### src/hdl/humidity_sensor_measure_sequencer_top_defines.svh
// Assertion macros shared by the sequencer RTL.
`ifndef HUMIDITY_SENSOR_MEASURE_SEQUENCER_TOP_DEFINES_SVH
`define HUMIDITY_SENSOR_MEASURE_SEQUENCER_TOP_DEFINES_SVH

// The condition must hold at every clock edge out of reset.
`define HSMS_ASSERT_ALWAYS(label, clk, rst_n, cond, msg) \
    label: assert property (@(posedge clk) disable iff (!(rst_n)) (cond)) else $error(msg);

// The consequent must hold in the same cycle as the antecedent.
`define HSMS_ASSERT_IMP(label, clk, rst_n, ante, cons, msg) \
    label: assert property (@(posedge clk) disable iff (!(rst_n)) (ante) |-> (cons)) else $error(msg);

// The consequent must hold in the cycle after the antecedent.
`define HSMS_ASSERT_NEXT(label, clk, rst_n, ante, cons, msg) \
    label: assert property (@(posedge clk) disable iff (!(rst_n)) (ante) |=> (cons)) else $error(msg);

`endif

### src/hdl/hsms_pkg.sv
`default_nettype none

package hsms_pkg;

    localparam logic [2:0] OP_INIT   = 3'd0;
    localparam logic [2:0] OP_START  = 3'd1;
    localparam logic [2:0] OP_STOP   = 3'd2;
    localparam logic [2:0] OP_HEATER = 3'd3;
    localparam logic [2:0] OP_TICK   = 3'd4;
    localparam logic [2:0] OP_READ   = 3'd5;

    localparam logic [2:0] ST_OK          = 3'd0;
    localparam logic [2:0] ST_INVALID     = 3'd1;
    localparam logic [2:0] ST_NOT_STARTED = 3'd2;
    localparam logic [2:0] ST_MEASURING   = 3'd3;
    localparam logic [2:0] ST_CRC_TEMP    = 3'd4;
    localparam logic [2:0] ST_CRC_HUM     = 3'd5;

    localparam logic [2:0] MODE_SINGLE = 3'd0;
    localparam logic [2:0] MODE_MAX    = 3'd5;
    localparam logic [1:0] REP_MAX     = 2'd2;

    localparam logic [15:0] CMD_CLEAR_STATUS = 16'h3041;
    localparam logic [15:0] CMD_STOP         = 16'h3093;
    localparam logic [15:0] CMD_HEATER_ON    = 16'h306D;
    localparam logic [15:0] CMD_HEATER_OFF   = 16'h3066;
    localparam logic [15:0] CMD_FETCH        = 16'hE000;

    localparam logic [7:0] CRC_POLY = 8'h31;
    localparam logic [7:0] CRC_INIT = 8'hFF;

    localparam logic [15:0] ELAPSED_MAX = 16'hFFFF;

    localparam logic [30:0] TEMP_SPAN   = 31'd17500;
    localparam logic [29:0] HUM_SPAN    = 30'd10000;
    localparam logic [14:0] TEMP_OFFSET = 15'd4500;

    localparam logic [15:0] MEAS_CMD [0:5][0:2] = '{
        '{16'h2400, 16'h240B, 16'h2416},
        '{16'h2032, 16'h2024, 16'h202F},
        '{16'h2130, 16'h2126, 16'h212D},
        '{16'h2236, 16'h2220, 16'h222B},
        '{16'h2334, 16'h2322, 16'h2329},
        '{16'h2737, 16'h2721, 16'h272A}
    };

    localparam logic [15:0] WINDOW_US [0:3] = '{16'd15000, 16'd6000, 16'd4000, 16'd0};

    function automatic logic [7:0] crc8_byte(input logic [7:0] crc_in, input logic [7:0] data);
        logic [7:0] crc;
        crc = crc_in ^ data;
        for (int i = 0; i < 8; i++) begin
            if (crc[7]) begin
                crc = {crc[6:0], 1'b0} ^ CRC_POLY;
            end else begin
                crc = {crc[6:0], 1'b0};
            end
        end
        return crc;
    endfunction

    function automatic logic [7:0] crc8_pair(input logic [7:0] b0, input logic [7:0] b1);
        return crc8_byte(crc8_byte(CRC_INIT, b0), b1);
    endfunction

endpackage

`default_nettype wire

### src/hdl/hsms_in_if.sv
`default_nettype none

interface hsms_in_if;
    logic        valid;
    logic        ready;
    logic [2:0]  op;
    logic [2:0]  mode;
    logic [1:0]  repeatability;
    logic        heater_on;
    logic [47:0] frame_bytes;

    modport source (
        output valid, op, mode, repeatability, heater_on, frame_bytes,
        input  ready
    );
    modport sink (
        input  valid, op, mode, repeatability, heater_on, frame_bytes,
        output ready
    );
endinterface

`default_nettype wire

### src/hdl/hsms_out_if.sv
`default_nettype none

interface hsms_out_if;
    logic               valid;
    logic               ready;
    logic [2:0]         status;
    logic               cmd_valid;
    logic [15:0]        cmd_word;
    logic signed [14:0] temperature_centi;
    logic [13:0]        humidity_centi;

    modport source (
        output valid, status, cmd_valid, cmd_word, temperature_centi, humidity_centi,
        input  ready
    );
    modport sink (
        input  valid, status, cmd_valid, cmd_word, temperature_centi, humidity_centi,
        output ready
    );
endinterface

`default_nettype wire

### src/hdl/humidity_sensor_measure_sequencer_top.sv
// Measurement sequencer for a temperature and humidity sensor. Each input word is one
// operation (init, start, stop, heater, tick or read) and yields exactly one result word
// with a status, an optional 16-bit sensor command and, on a good read, the converted
// temperature and humidity. The block takes one word per clock cycle while the output is
// not stalled. The result is offered once the input register and then the result register
// are loaded. The input register also holds both CRC checks and the scaling products. One
// pass of logic then updates the sequencer state, decides status and command, and finishes
// the scaling into the result register. A stalled output holds the input register and the
// input. Write us_per_tick only while no word is in flight.
`default_nettype none
`include "humidity_sensor_measure_sequencer_top_defines.svh"

module humidity_sensor_measure_sequencer_top (
    input  wire logic       i_clk,
    input  wire logic       i_rst_n,
    input  wire logic       i_cfg_we,
    input  wire logic [9:0] i_cfg_wdata,
    hsms_in_if.sink         i_in,
    hsms_out_if.source      o_out
);

    typedef struct packed {
        logic [2:0]  op;
        logic [2:0]  mode;
        logic [1:0]  repeatability;
        logic        heater_on;
        logic        crc_temp_ok;
        logic        crc_hum_ok;
        logic [30:0] prod_temp;
        logic [29:0] prod_hum;
    } t_in_stage;

    typedef struct packed {
        logic [2:0]  status;
        logic        cmd_valid;
        logic [15:0] cmd_word;
        logic        ok;
    } t_result;

    logic               w_advance;
    t_in_stage          w_in;
    logic [15:0]        w_raw_temp;
    logic [15:0]        w_raw_hum;

    logic               r_in_valid;
    t_in_stage          r_in;
    logic               r_out_valid;
    logic [2:0]         r_out_status;
    logic               r_out_cmd_valid;
    logic [15:0]        r_out_cmd_word;
    logic signed [14:0] r_out_temp;
    logic [13:0]        r_out_hum;

    logic [9:0]         r_us_per_tick;
    logic [2:0]         r_active_mode;
    logic [1:0]         r_active_repeat;
    logic               r_started;
    logic               r_first;
    logic [15:0]        r_elapsed;

    logic [2:0]         n_active_mode;
    logic [1:0]         n_active_repeat;
    logic               n_started;
    logic               n_first;
    logic [15:0]        n_elapsed;
    t_result            n_result;
    logic [16:0]        w_tick_sum;

    logic signed [14:0] w_temp;
    logic [13:0]        w_hum;

    assign w_advance = !r_out_valid || o_out.ready;
    assign i_in.ready = w_advance;

    assign w_raw_temp = i_in.frame_bytes[47:32];
    assign w_raw_hum  = i_in.frame_bytes[23:8];

    always_comb begin
        w_in.op            = i_in.op;
        w_in.mode          = i_in.mode;
        w_in.repeatability = i_in.repeatability;
        w_in.heater_on     = i_in.heater_on;
        w_in.crc_temp_ok   = hsms_pkg::crc8_pair(i_in.frame_bytes[47:40],
                             i_in.frame_bytes[39:32]) == i_in.frame_bytes[31:24];
        w_in.crc_hum_ok    = hsms_pkg::crc8_pair(i_in.frame_bytes[23:16],
                             i_in.frame_bytes[15:8]) == i_in.frame_bytes[7:0];
        w_in.prod_temp     = {15'd0, w_raw_temp} * hsms_pkg::TEMP_SPAN;
        w_in.prod_hum      = {14'd0, w_raw_hum} * hsms_pkg::HUM_SPAN;
    end

    assign w_tick_sum = {1'b0, r_elapsed} + {7'd0, r_us_per_tick};

    always_comb begin
        n_active_mode      = r_active_mode;
        n_active_repeat    = r_active_repeat;
        n_started          = r_started;
        n_first            = r_first;
        n_elapsed          = r_elapsed;
        n_result.status    = hsms_pkg::ST_OK;
        n_result.cmd_valid = 1'b0;
        n_result.cmd_word  = 16'd0;
        n_result.ok        = 1'b0;
        case (r_in.op)
            hsms_pkg::OP_INIT, hsms_pkg::OP_STOP: begin
                n_active_mode      = hsms_pkg::MODE_SINGLE;
                n_started          = 1'b0;
                n_first            = 1'b0;
                n_elapsed          = 16'd0;
                n_result.cmd_valid = 1'b1;
                n_result.cmd_word  = (r_in.op == hsms_pkg::OP_INIT) ?
                                     hsms_pkg::CMD_CLEAR_STATUS : hsms_pkg::CMD_STOP;
            end
            hsms_pkg::OP_START: begin
                if (r_in.mode > hsms_pkg::MODE_MAX || r_in.repeatability > hsms_pkg::REP_MAX) begin
                    n_result.status = hsms_pkg::ST_INVALID;
                end else begin
                    n_active_mode      = r_in.mode;
                    n_active_repeat    = r_in.repeatability;
                    n_started          = 1'b1;
                    n_first            = 1'b1;
                    n_elapsed          = 16'd0;
                    n_result.cmd_valid = 1'b1;
                    n_result.cmd_word  = hsms_pkg::MEAS_CMD[r_in.mode][r_in.repeatability];
                end
            end
            hsms_pkg::OP_HEATER: begin
                n_result.cmd_valid = 1'b1;
                n_result.cmd_word  = r_in.heater_on ? hsms_pkg::CMD_HEATER_ON :
                                     hsms_pkg::CMD_HEATER_OFF;
            end
            hsms_pkg::OP_TICK: begin
                n_elapsed = w_tick_sum[16] ? hsms_pkg::ELAPSED_MAX : w_tick_sum[15:0];
            end
            hsms_pkg::OP_READ: begin
                if (!r_started) begin
                    n_result.status = hsms_pkg::ST_NOT_STARTED;
                end else if (r_first && r_elapsed < hsms_pkg::WINDOW_US[r_active_repeat]) begin
                    n_result.status = hsms_pkg::ST_MEASURING;
                end else begin
                    if (r_active_mode != hsms_pkg::MODE_SINGLE) begin
                        n_result.cmd_valid = 1'b1;
                        n_result.cmd_word  = hsms_pkg::CMD_FETCH;
                    end else begin
                        n_started = 1'b0;
                    end
                    n_first = 1'b0;
                    if (!r_in.crc_temp_ok) begin
                        n_result.status = hsms_pkg::ST_CRC_TEMP;
                    end else if (!r_in.crc_hum_ok) begin
                        n_result.status = hsms_pkg::ST_CRC_HUM;
                    end else begin
                        n_result.ok = 1'b1;
                    end
                end
            end
            default: begin
                n_result.status = hsms_pkg::ST_INVALID;
            end
        endcase
    end

    hsms_convert u_convert (
        .i_prod_temp         (r_in.prod_temp),
        .i_prod_hum          (r_in.prod_hum),
        .i_ok                (n_result.ok),
        .o_temperature_centi (w_temp),
        .o_humidity_centi    (w_hum)
    );

    always_ff @(posedge i_clk) begin
        if (!i_rst_n) begin
            r_us_per_tick <= 10'd1;
        end else if (i_cfg_we) begin
            r_us_per_tick <= i_cfg_wdata;
        end
    end

    always_ff @(posedge i_clk) begin
        if (!i_rst_n) begin
            r_in_valid      <= 1'b0;
            r_out_valid     <= 1'b0;
            r_active_mode   <= hsms_pkg::MODE_SINGLE;
            r_active_repeat <= 2'd0;
            r_started       <= 1'b0;
            r_first         <= 1'b0;
            r_elapsed       <= 16'd0;
        end else if (w_advance) begin
            r_in_valid  <= i_in.valid;
            r_out_valid <= r_in_valid;
            if (r_in_valid) begin
                r_active_mode   <= n_active_mode;
                r_active_repeat <= n_active_repeat;
                r_started       <= n_started;
                r_first         <= n_first;
                r_elapsed       <= n_elapsed;
            end
        end
    end

    always_ff @(posedge i_clk) begin
        if (w_advance) begin
            if (i_in.valid) begin
                r_in <= w_in;
            end
            if (r_in_valid) begin
                r_out_status    <= n_result.status;
                r_out_cmd_valid <= n_result.cmd_valid;
                r_out_cmd_word  <= n_result.cmd_word;
                r_out_temp      <= w_temp;
                r_out_hum       <= w_hum;
            end
        end
    end

    assign o_out.valid             = r_out_valid;
    assign o_out.status            = r_out_status;
    assign o_out.cmd_valid         = r_out_cmd_valid;
    assign o_out.cmd_word          = r_out_cmd_word;
    assign o_out.temperature_centi = r_out_temp;
    assign o_out.humidity_centi    = r_out_hum;

    `HSMS_ASSERT_ALWAYS(a_first_needs_started, i_clk, i_rst_n, !r_first || r_started, "first-measurement flag set without a started measurement")
    `HSMS_ASSERT_ALWAYS(a_periodic_needs_started, i_clk, i_rst_n, r_active_mode == hsms_pkg::MODE_SINGLE || r_started, "periodic mode held without a started measurement")
    `HSMS_ASSERT_IMP(a_no_cmd_zero_word, i_clk, i_rst_n, r_out_valid && !r_out_cmd_valid, r_out_cmd_word == 16'd0, "command word nonzero without a command")
    `HSMS_ASSERT_IMP(a_bad_status_zero_values, i_clk, i_rst_n, r_out_valid && r_out_status != hsms_pkg::ST_OK, r_out_temp == 15'sd0 && r_out_hum == 14'd0, "values nonzero on a failed result")
    `HSMS_ASSERT_NEXT(a_tick_monotonic, i_clk, i_rst_n, w_advance && r_in_valid && r_in.op == hsms_pkg::OP_TICK, r_elapsed >= $past(r_elapsed), "elapsed time decreased on a tick")

endmodule

`default_nettype wire

### src/hdl/hsms_convert.sv
`default_nettype none

module hsms_convert (
    input  wire logic [30:0]        i_prod_temp,
    input  wire logic [29:0]        i_prod_hum,
    input  wire logic               i_ok,
    output logic signed [14:0]      o_temperature_centi,
    output logic [13:0]             o_humidity_centi
);

    // Division by 65535 is exact as (x + (x >> 16) + 1) >> 16 for these ranges.
    logic [31:0] w_sum_temp;
    logic [30:0] w_sum_hum;
    logic [14:0] w_q_temp;
    logic [13:0] w_q_hum;

    assign w_sum_temp = {1'b0, i_prod_temp} + {17'd0, i_prod_temp[30:16]} + 32'd1;
    assign w_sum_hum  = {1'b0, i_prod_hum} + {17'd0, i_prod_hum[29:16]} + 31'd1;
    assign w_q_temp   = w_sum_temp[30:16];
    assign w_q_hum    = w_sum_hum[29:16];

    always_comb begin
        if (i_ok) begin
            o_temperature_centi = $signed(w_q_temp - hsms_pkg::TEMP_OFFSET);
            o_humidity_centi    = w_q_hum;
        end else begin
            o_temperature_centi = 15'sd0;
            o_humidity_centi    = 14'd0;
        end
    end

endmodule

`default_nettype wire
### src/flat_wrapper.sv
// flat-port wrapper written by rule: the top's interface ports become plain ports
module humidity_sensor_measure_sequencer_top_flat 
  (i_clk, i_rst_n, i_cfg_we, i_cfg_wdata, i_in_valid, i_in_op, i_in_mode, i_in_repeatability, i_in_heater_on, i_in_frame_bytes, i_in_ready, o_out_valid, o_out_status, o_out_cmd_valid, o_out_cmd_word, o_out_temperature_centi, o_out_humidity_centi, o_out_ready);
  hsms_in_if i_in_i ();
  hsms_out_if o_out_i ();
  input  wire logic i_clk;
  input  wire logic i_rst_n;
  input  wire logic i_cfg_we;
  input  wire logic [9:0] i_cfg_wdata;
  input wire logic [$bits(i_in_i.valid)-1:0] i_in_valid;
  input wire logic [$bits(i_in_i.op)-1:0] i_in_op;
  input wire logic [$bits(i_in_i.mode)-1:0] i_in_mode;
  input wire logic [$bits(i_in_i.repeatability)-1:0] i_in_repeatability;
  input wire logic [$bits(i_in_i.heater_on)-1:0] i_in_heater_on;
  input wire logic [$bits(i_in_i.frame_bytes)-1:0] i_in_frame_bytes;
  output wire logic [$bits(i_in_i.ready)-1:0] i_in_ready;
  output wire logic [$bits(o_out_i.valid)-1:0] o_out_valid;
  output wire logic [$bits(o_out_i.status)-1:0] o_out_status;
  output wire logic [$bits(o_out_i.cmd_valid)-1:0] o_out_cmd_valid;
  output wire logic [$bits(o_out_i.cmd_word)-1:0] o_out_cmd_word;
  output wire logic [$bits(o_out_i.temperature_centi)-1:0] o_out_temperature_centi;
  output wire logic [$bits(o_out_i.humidity_centi)-1:0] o_out_humidity_centi;
  input wire logic [$bits(o_out_i.ready)-1:0] o_out_ready;
  assign i_in_i.valid = i_in_valid;
  assign i_in_i.op = i_in_op;
  assign i_in_i.mode = i_in_mode;
  assign i_in_i.repeatability = i_in_repeatability;
  assign i_in_i.heater_on = i_in_heater_on;
  assign i_in_i.frame_bytes = i_in_frame_bytes;
  assign i_in_ready = i_in_i.ready;
  assign o_out_valid = o_out_i.valid;
  assign o_out_status = o_out_i.status;
  assign o_out_cmd_valid = o_out_i.cmd_valid;
  assign o_out_cmd_word = o_out_i.cmd_word;
  assign o_out_temperature_centi = o_out_i.temperature_centi;
  assign o_out_humidity_centi = o_out_i.humidity_centi;
  assign o_out_i.ready = o_out_ready;
  humidity_sensor_measure_sequencer_top u_core (.i_clk(i_clk), .i_rst_n(i_rst_n), .i_cfg_we(i_cfg_we), .i_cfg_wdata(i_cfg_wdata), .i_in(i_in_i), .o_out(o_out_i));
endmodule
### config.mk
export PLATFORM = sky130hd
export DESIGN_NAME = humidity_sensor_measure_sequencer_top_flat
export DESIGN_NICKNAME = d
export VERILOG_FILES = /design/src/hdl/hsms_pkg.sv /design/src/hdl/hsms_in_if.sv /design/src/hdl/hsms_out_if.sv /design/src/hdl/humidity_sensor_measure_sequencer_top.sv /design/src/hdl/hsms_convert.sv /design/src/flat_wrapper.sv
export VERILOG_INCLUDE_DIRS = /design/src /design/src/hdl
export SDC_FILE = /design/constraint.sdc
export NUM_CORES = 1
export LEC_CHECK = 0
export ABC_AREA = 1
export BUFFER_PORTS_ARGS = -buffer_cell sky130_fd_sc_hd__buf_2
export CORE_ASPECT_RATIO = 1.1
export CORE_MARGIN = 1
export CORE_UTILIZATION = 40
export CTS_CLUSTER_SIZE = 24
export DETAILED_ROUTE_END_ITERATION = 10
export GPL_ROUTABILITY_DRIVEN = 1
export PLACE_DENSITY = 0.68
export RECOVER_POWER = 50
export SYNTH_ARGS = -nofsm -noshare
export SYNTH_HDL_FRONTEND = slang
export SYNTH_HIERARCHICAL = 1
export SYNTH_SLANG_ARGS = --single-unit
export TNS_END_PERCENT = 5
### constraint.sdc
create_clock -name i_clk -period 10.73 [get_ports i_clk]
set_input_delay 2.146 -clock i_clk [delete_from_list [all_inputs] [get_ports i_clk]]
set_output_delay 2.146 -clock i_clk [all_outputs]
set_load 0.1 [all_outputs]
==> impl_metrics.toml, run 1 <==
[floorplanning]
die_h_um = 213
die_x_um = 194
start_util = 0.410
std_cell_rows = 76
dieArea_mm2 = 0.0412
pin_count = 123
design.core.area_mm2 = 0.0395

[clock_network]
cts_made_buffers = 17
cts.htree.levels = 4
clock_path_buffers = 2
cts_tree = "done"
ctsHoldBuffers = 0
clock_latency_ps = 420
cts_resized = 0
clock_sinks = 147
post_cts_buffers = 0
clkSlewWorstSetupHoldPaths_ps = 60
root_buffer = "clkbuf_16"

[sta]
finalSetupViolCount = 0
period_share = 0.588
timing.hold.ws_ps = 472
report.final.slew_viol_count = 115
fmax_mhz = 159
worst_pin_slew_ps = 3490
final_hold_viol_count = 0
fin_crit_ps = 6310
rsz0062_at_grt = "false"
setup_tns_ps = 0
max_slew_margin = -1.33
clock_skew_ps = 7.49

[power_and_ir_drop]
p_comb_frac = 0.593
power_frac_clock = 0.157
powerDensity_mw_per_mm2 = 203
vdd_ir_drop_max_v = 0.0000856
power.internal_mw = 1.91
power.switching_mw = 1.74
power.leakage_nw = 9.29
swShare = 0.476
seq_power_share = 0.250
finalPower_mw = 3.64

[detailed_routing]
vias_per_cell = 4.95
drc = 0
firstDrtPassIters = 5
drt_iter0_markers = 658
ant_nets = 0
vias = 13600
wire_per_inst_um = 13.7
routed_wl_mm = 37.8

[worst_setup_path]
r2r_setup_slack_ps = 6270
r2r-start = "u_core/r_in_valid"
rr_worst_depth = 8
regToRegEndpoint = "u_core/r_elapsed[6]"
crit_required_ps = 10900
cp-start-kind = "primary input"
critPathLaunch = "i_in_frame_bytes[11]"
critPathKind = "primary input to flop"
critical_path_arrival_ps = 6470
path_max_fanout = 7
end_kind = "flop"

[grt]
grtUsageMet3 = 0.0235
antenna_found_initial = 4
grtUsageTotal = 0.189
grt_pass1_wl_mm = 63.2
grt_max_degree = 67
grt_busiest_layer = "met2"
use_met1 = 0.241
grt-ovfl-total = 0
grt_pass1_vias = 13300
use_met2 = 0.331

[place]
io_buffers = 121
hpwl_mm = 31.6
post-place-cells = 2718
place_congestion = 0.913

[synth]
ys_warn_count = 6
yosysUniqueCellTypes = 55
async_flop_share = 0
seq_area_frac_synth = 0.251
synth-seq-cells = 147
synth_top_area_frac = 0.208
synth_common_cells = "nand2_1, inv_1, ha_1"
synth_top_area_cell = "edfxtp_1"
synthesis.area_mm2 = 0.0162
avgSynthCellArea_um2 = 7.72
synth_most_common_cell = "nand2_1"
synth_edf_count = 112
synth-main-ff-cell = "edfxtp_1"
synth_area_leaders = "edfxtp_1, ha_1, nand2_1, fa_1, inv_1"
syn_inst = 2096

[finish]
areaGrowthSynthToFinish_pct = 10.8
diodes = 0
stdcell_count = 2750
n_fill_cell = 3833
drive_above_1_share = 0.0972
multiInputGateArea_mm2 = 0.0105
regArea_mm2 = 0.00406
nNetsFinal = 2607
final_core_util = 0.454

[worst_hold_path]
whs_path_depth = 2
hold_path.startpoint = "u_core/r_active_mode[0]"
min_to = "u_core/r_active_mode[0]"
min_path_type = "flop to flop"

[outcome]
status = "finished, violations left"
failed_checks = "max-capacitance violations, max-slew violations"

[job]
maxCapViolations = 2
[final cells by class]
class,count,area share
multi-input cells,1518,0.583
well taps,507,0.0354
inverters,422,0.0886
repair buffers,124,0.0339
clock buffers,17,0.0237
clock inverters,15,0.00817
flip-flops and latches,147,0.227
[worst max path at each step]
stage | end | cells after the start
finish | u_core/r_in[23] | 20
global placement | u_core/r_in[28] | 20
detailed placement | u_core/r_in[23] | 20
CTS | u_core/r_in[23] | 18
global route | u_core/r_in[23] | 20
floorplan | u_core/r_in[23] | 18
[power groups by stage]
stage | registers, mW | clock network (mW) | logic, mW
after CTS | 0.908 | 0.587 | 2.17
after global routing | 0.921 | 0.611 | 2.48
after detailed placement | 0.920 | 0 | 2.15
after floorplan | 0.913 | 0 | 1.63
after global placement | 0.919 | 0 | 2.11
final | 0.912 | 0.571 | 2.16
[logic make-up after synthesis]
group           after synthesis  share of synthesized area
other cells                   1                   0.000232
simple gates                873                      0.242
compound gates              259                     0.0887
flops                       147                      0.251
buf+inv                     437                      0.104
xor+xnor                     74                     0.0401
fa+ha+maj                   305                      0.274
[per-stage QoR]
| stage | setup WS [ps] | area (um2) |
|---|---|---|
| 2_1_floorplan | 4640 | 16200 |
| 3_3_place_gp | 4340 | 17400 |
| 3_5_place_dp | 4230 | 17400 |
| 4_1_cts | 4680 | 17900 |
| 5_1_grt | 4220 | 17900 |
| 6_report | 4420 | 17900 |
[worst max-delay path, cell delays in order]
cell and delay (ps):
clkbuf_1 380, inv_1 280, fa_1 530, inv_1 70, ha_1 130, inv_1 60, fa_1 490, inv_1 40
ha_1 260, inv_1 50, fa_1 500, inv_1 40, ha_1 340, a21oi_1 210, o21ai_0 130, nand2_1 80
o211ai_1 100, a31oi_1 300, o21ai_0 160, xor2_1 170
[placed cells by master (no fill, tap or decap), types with 5 or more instances in the layout]
cell / instances
nand4_1: 19
clkbuf_1: 10
nor2_1: 139
nand3b_1: 8
buf_2: 114
nand2_1: 476
clkbuf_16: 17
o21ai_0: 82
o21bai_1: 6
inv_6: 6
a21o_1: 9
nand2_4: 13
nor2_2: 8
xor2_1: 46
ha_1: 224
nor4_1: 6
a21oi_1: 125
nand3_2: 7
fa_1: 81
nand2_2: 17
inv_2: 8
o211ai_1: 7
dfxtp_1: 35
nand3_1: 138
a31oi_1: 6
nor3_1: 21
conb_1: 7
nor2_4: 5
inv_1: 409
xnor2_1: 28
edfxtp_1: 112
[state kept, by name, summed over array words and instances, names as in the netlist]
name / flops
u_core/o_out.valid: 1
u_core/o_out.status: 3
u_core/r_us_per_tick: 10
u_core/o_out.humidity_centi: 14
u_core/r_in_valid: 1
u_core/r_active_mode: 3
u_core/r_in: 66
u_core/o_out.cmd_word: 13
u_core/r_elapsed: 16
u_core/o_out.cmd_valid: 1
u_core/r_started: 1
u_core/r_active_repeat: 2
u_core/o_out.temperature_centi: 15
u_core/r_first: 1
[metal layers]
layer,wire (um),vias to the layer above
met5,30,-
met4,662,6
met3,1470,53
met2,17900,300
met1,17700,6236
li1,-,7029
(Power assumes the default switching activity.)
==> inputs of run 2 (changes only) <==
--- a/config.mk
+++ b/config.mk
@@ -14,7 +14,7 @@
 export CTS_CLUSTER_SIZE = 24
 export DETAILED_ROUTE_END_ITERATION = 10
 export GPL_ROUTABILITY_DRIVEN = 1
-export PLACE_DENSITY = 0.68
+export PLACE_DENSITY = 0.7
 export RECOVER_POWER = 50
 export SYNTH_ARGS = -nofsm -noshare
 export SYNTH_HDL_FRONTEND = slang
==> constraint.sdc (replaced) <==
create_clock -name i_clk -period 5.3 [get_ports i_clk]
set_input_delay 1.06 -clock i_clk [delete_from_list [all_inputs] [get_ports i_clk]]
set_output_delay 1.06 -clock i_clk [all_outputs]
set_load 0.1 [all_outputs]
==> impl_metrics.toml, run 2 (same netlist as run 1, synthesis figures left out) <==
[floorplanning]
dieArea_mm2 = 0.0412
design.core.area_mm2 = 0.0395
die_h_um = 213
std_cell_rows = 76
start_util = 0.410
pin_count = 123
die_x_um = 194

[worst_setup_path]
critical_path_arrival_ps = 5030
path_max_fanout = 5
cp_slowest_cell = "fa_1"
critPathKind = "primary input to flop"
cpPeakStageDelay_ps = 540
crit_buf_inv = 4
end_kind = "flop"
worst_path_dominant_cell_family = "adder cells"
cp-start-kind = "primary input"
path_cells = "buf_2 > ha_1 > fa_1 > ha_1 > fa_1 > inv_1 > fa_1 > inv_1 > ha_1 > a21oi_1 > o21ai_0 > a21oi_1 > inv_1 > a21oi_1 > o21ai_0 > xor2_1"
crit_required_ps = 5470

[power_and_ir_drop]
power.leakage_nw = 9.34
powerDensity_mw_per_mm2 = 416
finalPower_mw = 7.51
vdd_ir_drop_max_v = 0.000177

[sta]
clock_skew_ps = 13.9
fmax_mhz = 206
worst_pin_slew_ps = 2430
max_slew_margin = -0.622
timing.hold.ws_ps = 470
report.final.slew_viol_count = 47
setup_tns_ps = 0
period_share = 0.917
finalSetupViolCount = 0
rsz0062_at_grt = "false"
fin_crit_ps = 4860
final_hold_viol_count = 0

[clock_network]
cts_resized = 0
cts_made_buffers = 17
clkSlewWorstSetupHoldPaths_ps = 70
root_buffer = "clkbuf_16"
clock_path_buffers = 2
ctsHoldBuffers = 0
cts.htree.levels = 4
post_cts_buffers = 0
cts_tree = "done"
clock_latency_ps = 420
clock_sinks = 147

[finish]
regMostFlops = "u_core/r_in"
final_cell_mix = "nand2_1, inv_1, ha_1"
drive_above_1_share = 0.0911
design_area_mm2 = 0.0181
areaGrowthSynthToFinish_pct = 11.6
largest_register_ffs = 66
final_common_cell = "nand2_1"
nNetsFinal = 2625

[grt]
grtUsageTotal = 0.192
use_met1 = 0.238
grt-ovfl-total = 0
grt_max_degree = 47
antenna_found_initial = 3
grtUsageMet3 = 0.0224
grt_pass1_vias = 13900
use_met2 = 0.347
grt_busiest_layer = "met2"
grt_pass1_wl_mm = 64.9

[place]
io_buffers = 121
placed_area_mm2 = 0.0175
hpwl_mm = 32.6
place_congestion = 0.938

[detailed_routing]
wire_per_inst_um = 13.9
drt_iter0_markers = 589
firstDrtPassIters = 5
drc = 0
vias_per_cell = 4.96
ant_nets = 0
vias = 13700
routed_wl_mm = 38.6

[outcome]
failed_checks = "max-capacitance violations, max-slew violations"
status = "finished, violations left"

[worst_hold_path]
min_path_type = "flop to flop"

[job]
maxCapViolations = 1
[run 2: cell types whose count changed in the layout (fill, tap and decap cells not counted), sizes merged]
cell      change
bufinv        +1
diode         +1
buf          -10
inv           +1
clkbuf       +32
clkinvlp      -4
clkinv        -2
[run 2: per-stage QoR]
step                      std cells  worst slack, ps   util
final                          2769              439  0.457
after global routing           2768              230  0.457
after detailed placement       2736             30.3  0.444
after global placement         2736             98.7  0.444
after floorplan                2102              300      -
after CTS                      2768              476  0.459
[run 2: cell type report]
type / count / area [um2]
Fill cell: 3851 / 21400
Multi-Input combinational cell: 1518 / 10400
Sequential cell: 147 / 4060
Inverter: 422 / 1590
Timing Repair Buffer: 142 / 711
Tap cell: 507 / 634
Clock buffer: 21 / 482
Clock inverter: 11 / 134
Antenna cell: 1 / 2.50
[run 2: worst min-delay path, delay by kind of cell, from the launching register on]
kind,cells,cell delay (ps)
and+or+nand+nor,1,60
AOI/OAI and AO/OA,1,50
DFF,1,310
[run 2: per-layer routing]
layer	share of wire	vias up
li1	-	7064
met1	0.46	6336
met5	0.00047	-
met4	0.023	4
met2	0.48	286
met3	0.037	52
[run 2: worst paths after layout]
check | start | end | slack, ps | cells past startpoint
min reg2reg | u_core/r_elapsed[0] | u_core/r_elapsed[0] | 470 | 2
max reg2reg | u_core/r_active_repeat[1] | u_core/o_out.humidity_centi[10] | 1970 | 15
min | u_core/r_elapsed[0] | u_core/r_elapsed[0] | 470 | 2
max | i_in_frame_bytes[41] | u_core/r_in[50] | 440 | 16
[run 2: power breakdown]
part	total (mW)	internal, mW	leakage (nW)	switching [mW]
Combinational	4.44	1.63	7.66	2.81
Sequential	1.83	1.61	1.37	0.219
Clock	1.24	0.756	0.305	0.484
==> inputs of run 3 (changes only) <==
--- a/config.mk
+++ b/config.mk
@@ -14,7 +14,7 @@
 export CTS_CLUSTER_SIZE = 24
 export DETAILED_ROUTE_END_ITERATION = 10
 export GPL_ROUTABILITY_DRIVEN = 1
-export PLACE_DENSITY = 0.7
+export PLACE_DENSITY = 0.58
 export RECOVER_POWER = 50
 export SYNTH_ARGS = -nofsm -noshare
 export SYNTH_HDL_FRONTEND = slang
==> impl_metrics.toml, run 3 (same netlist as run 1, synthesis figures left out) <==
[worst_setup_path]
r2r_setup_slack_ps = 1960
path_max_fanout = 6
cp-start-kind = "primary input"
crit_required_ps = 5460
critical_path_arrival_ps = 5030
cpPeakStageDelay_ps = 540
cp_slowest_cell = "fa_1"
end_kind = "flop"
critPathKind = "primary input to flop"
path_cells = "buf_2 > ha_1 > fa_1 > ha_1 > fa_1 > inv_1 > fa_1 > inv_1 > ha_1 > a21oi_1 > o21ai_0 > a21oi_1 > inv_1 > a21oi_1 > o21ai_0 > xor2_1"

[job]
maxCapViolations = 1

[place]
io_buffers = 121
place_ws_ps = 8.19
hpwl_mm = 33.1
place_congestion = 0.862

[finish]
nNetsFinal = 2629
areaGrowthSynthToFinish_pct = 11.7
final_core_util = 0.458
regMostFlops = "u_core/r_in"
drive_above_1_share = 0.0879
final_common_cell = "nand2_1"
diodes = 0
n_fill_cell = 3964
largest_register_ffs = 66
final_cell_mix = "nand2_1, inv_1, ha_1"

[sta]
worst_pin_slew_ps = 2580
finalSetupViolCount = 0
fin_crit_ps = 4870
max_slew_margin = -0.720
final_hold_viol_count = 0
rsz0062_at_grt = "false"
fmax_mhz = 205
worst_slack_ps = 433
report.final.slew_viol_count = 47
timing.hold.ws_ps = 472
period_share = 0.918
clock_skew_ps = 7.43
setup_tns_ps = 0

[clock_network]
cts.htree.levels = 4
cts_resized = 0
clock_latency_ps = 420
clkSlewWorstSetupHoldPaths_ps = 60
cts_made_buffers = 17
root_buffer = "clkbuf_16"
clock_sinks = 147
cts_tree = "done"
post_cts_buffers = 0
ctsHoldBuffers = 0
clock_path_buffers = 2

[power_and_ir_drop]
vdd_ir_drop_max_v = 0.000178
power.leakage_nw = 9.32
finalPower_mw = 7.53
powerDensity_mw_per_mm2 = 417

[detailed_routing]
firstDrtPassIters = 7
dr_wl_met2_mm = 18.6
vias_per_cell = 4.91
drc = 0
wl_met3_mm = 1.12
routed_wl_mm = 39.3
ant_nets = 0
drt_iter0_markers = 556
vias = 13600
wire_per_inst_um = 14.2
routed.top_layer = "met4"
drt-met1-wl_mm = 19.1

[grt]
grt_pass1_wl_mm = 65.9
grtUsageTotal = 0.196
grt_max_degree = 47
antenna_found_initial = 0
grt_pass1_vias = 13500
grt-ovfl-total = 0

[floorplanning]
std_cell_rows = 76
die_x_um = 194
design.core.area_mm2 = 0.0395
die_h_um = 213
dieArea_mm2 = 0.0412
pin_count = 123
start_util = 0.410

[worst_hold_path]
min_path_type = "flop to flop"

[outcome]
status = "finished, violations left"
failed_checks = "max-capacitance violations, max-slew violations"
==> run 3: changes by cell type in the layout (fill, tap and decap cells not counted), sizes merged <==
| cell | delta |
|---|---|
| buf | -3 |
| inv | -7 |
| clkbuf | +7 |
| clkinvlp | +3 |
| bufinv | +2 |
| diode | -1 |
| clkinv | +2 |
==> run 3: path summary, 6_finish.rpt <==
path,start,endpoint,depth (start not counted)
max,i_in_frame_bytes[41],u_core/r_in[50],16
min,u_core/r_elapsed[0],u_core/r_elapsed[0],2
max reg2reg,u_core/r_active_repeat[1],u_core/o_out.temperature_centi[0],19
min reg2reg,u_core/r_elapsed[0],u_core/r_elapsed[0],2
==> run 3: layout make-up <==
cell class / instances / area, um2 / share of cell area
clock buffers: 21 / 450 / 0.0249
well taps: 507 / 634 / 0.0351
flip-flops and latches: 147 / 4060 / 0.225
multi-input cells: 1518 / 10400 / 0.578
inverters: 422 / 1590 / 0.0879
clock inverters: 11 / 160 / 0.00887
repair buffers: 146 / 729 / 0.0404
==> run 3: critical path: cells and delay by family <==
family                     cells  cell delay (ps)
AOI/OAI and AO/OA              5              940
buffers and inverters          4              380
adders and majority gates      6             2500
xor gates and xnor gates       1              160
==> run 3: metal layers <==
layer,track usage,up-vias
met5,0,-
met4,0.0463,0
met3,0.0180,25
met2,0.344,243
met1,0.261,6255
li1,-,7074
==> run 3: per-stage QoR <==
step | cells | cell area [um2]
floorplan | 2102 | 16200
global placement | 2740 | 17500
detailed placement | 2740 | 17500
CTS | 2772 | 18100
global route | 2772 | 18100
finish | 2772 | 18100
==> run 3: report_power, final <==
group          total (mW)  switching, mW  internal (mW)
clock                1.25          0.453          0.795
sequential           1.84          0.226           1.61
combinational        4.44           2.81           1.64
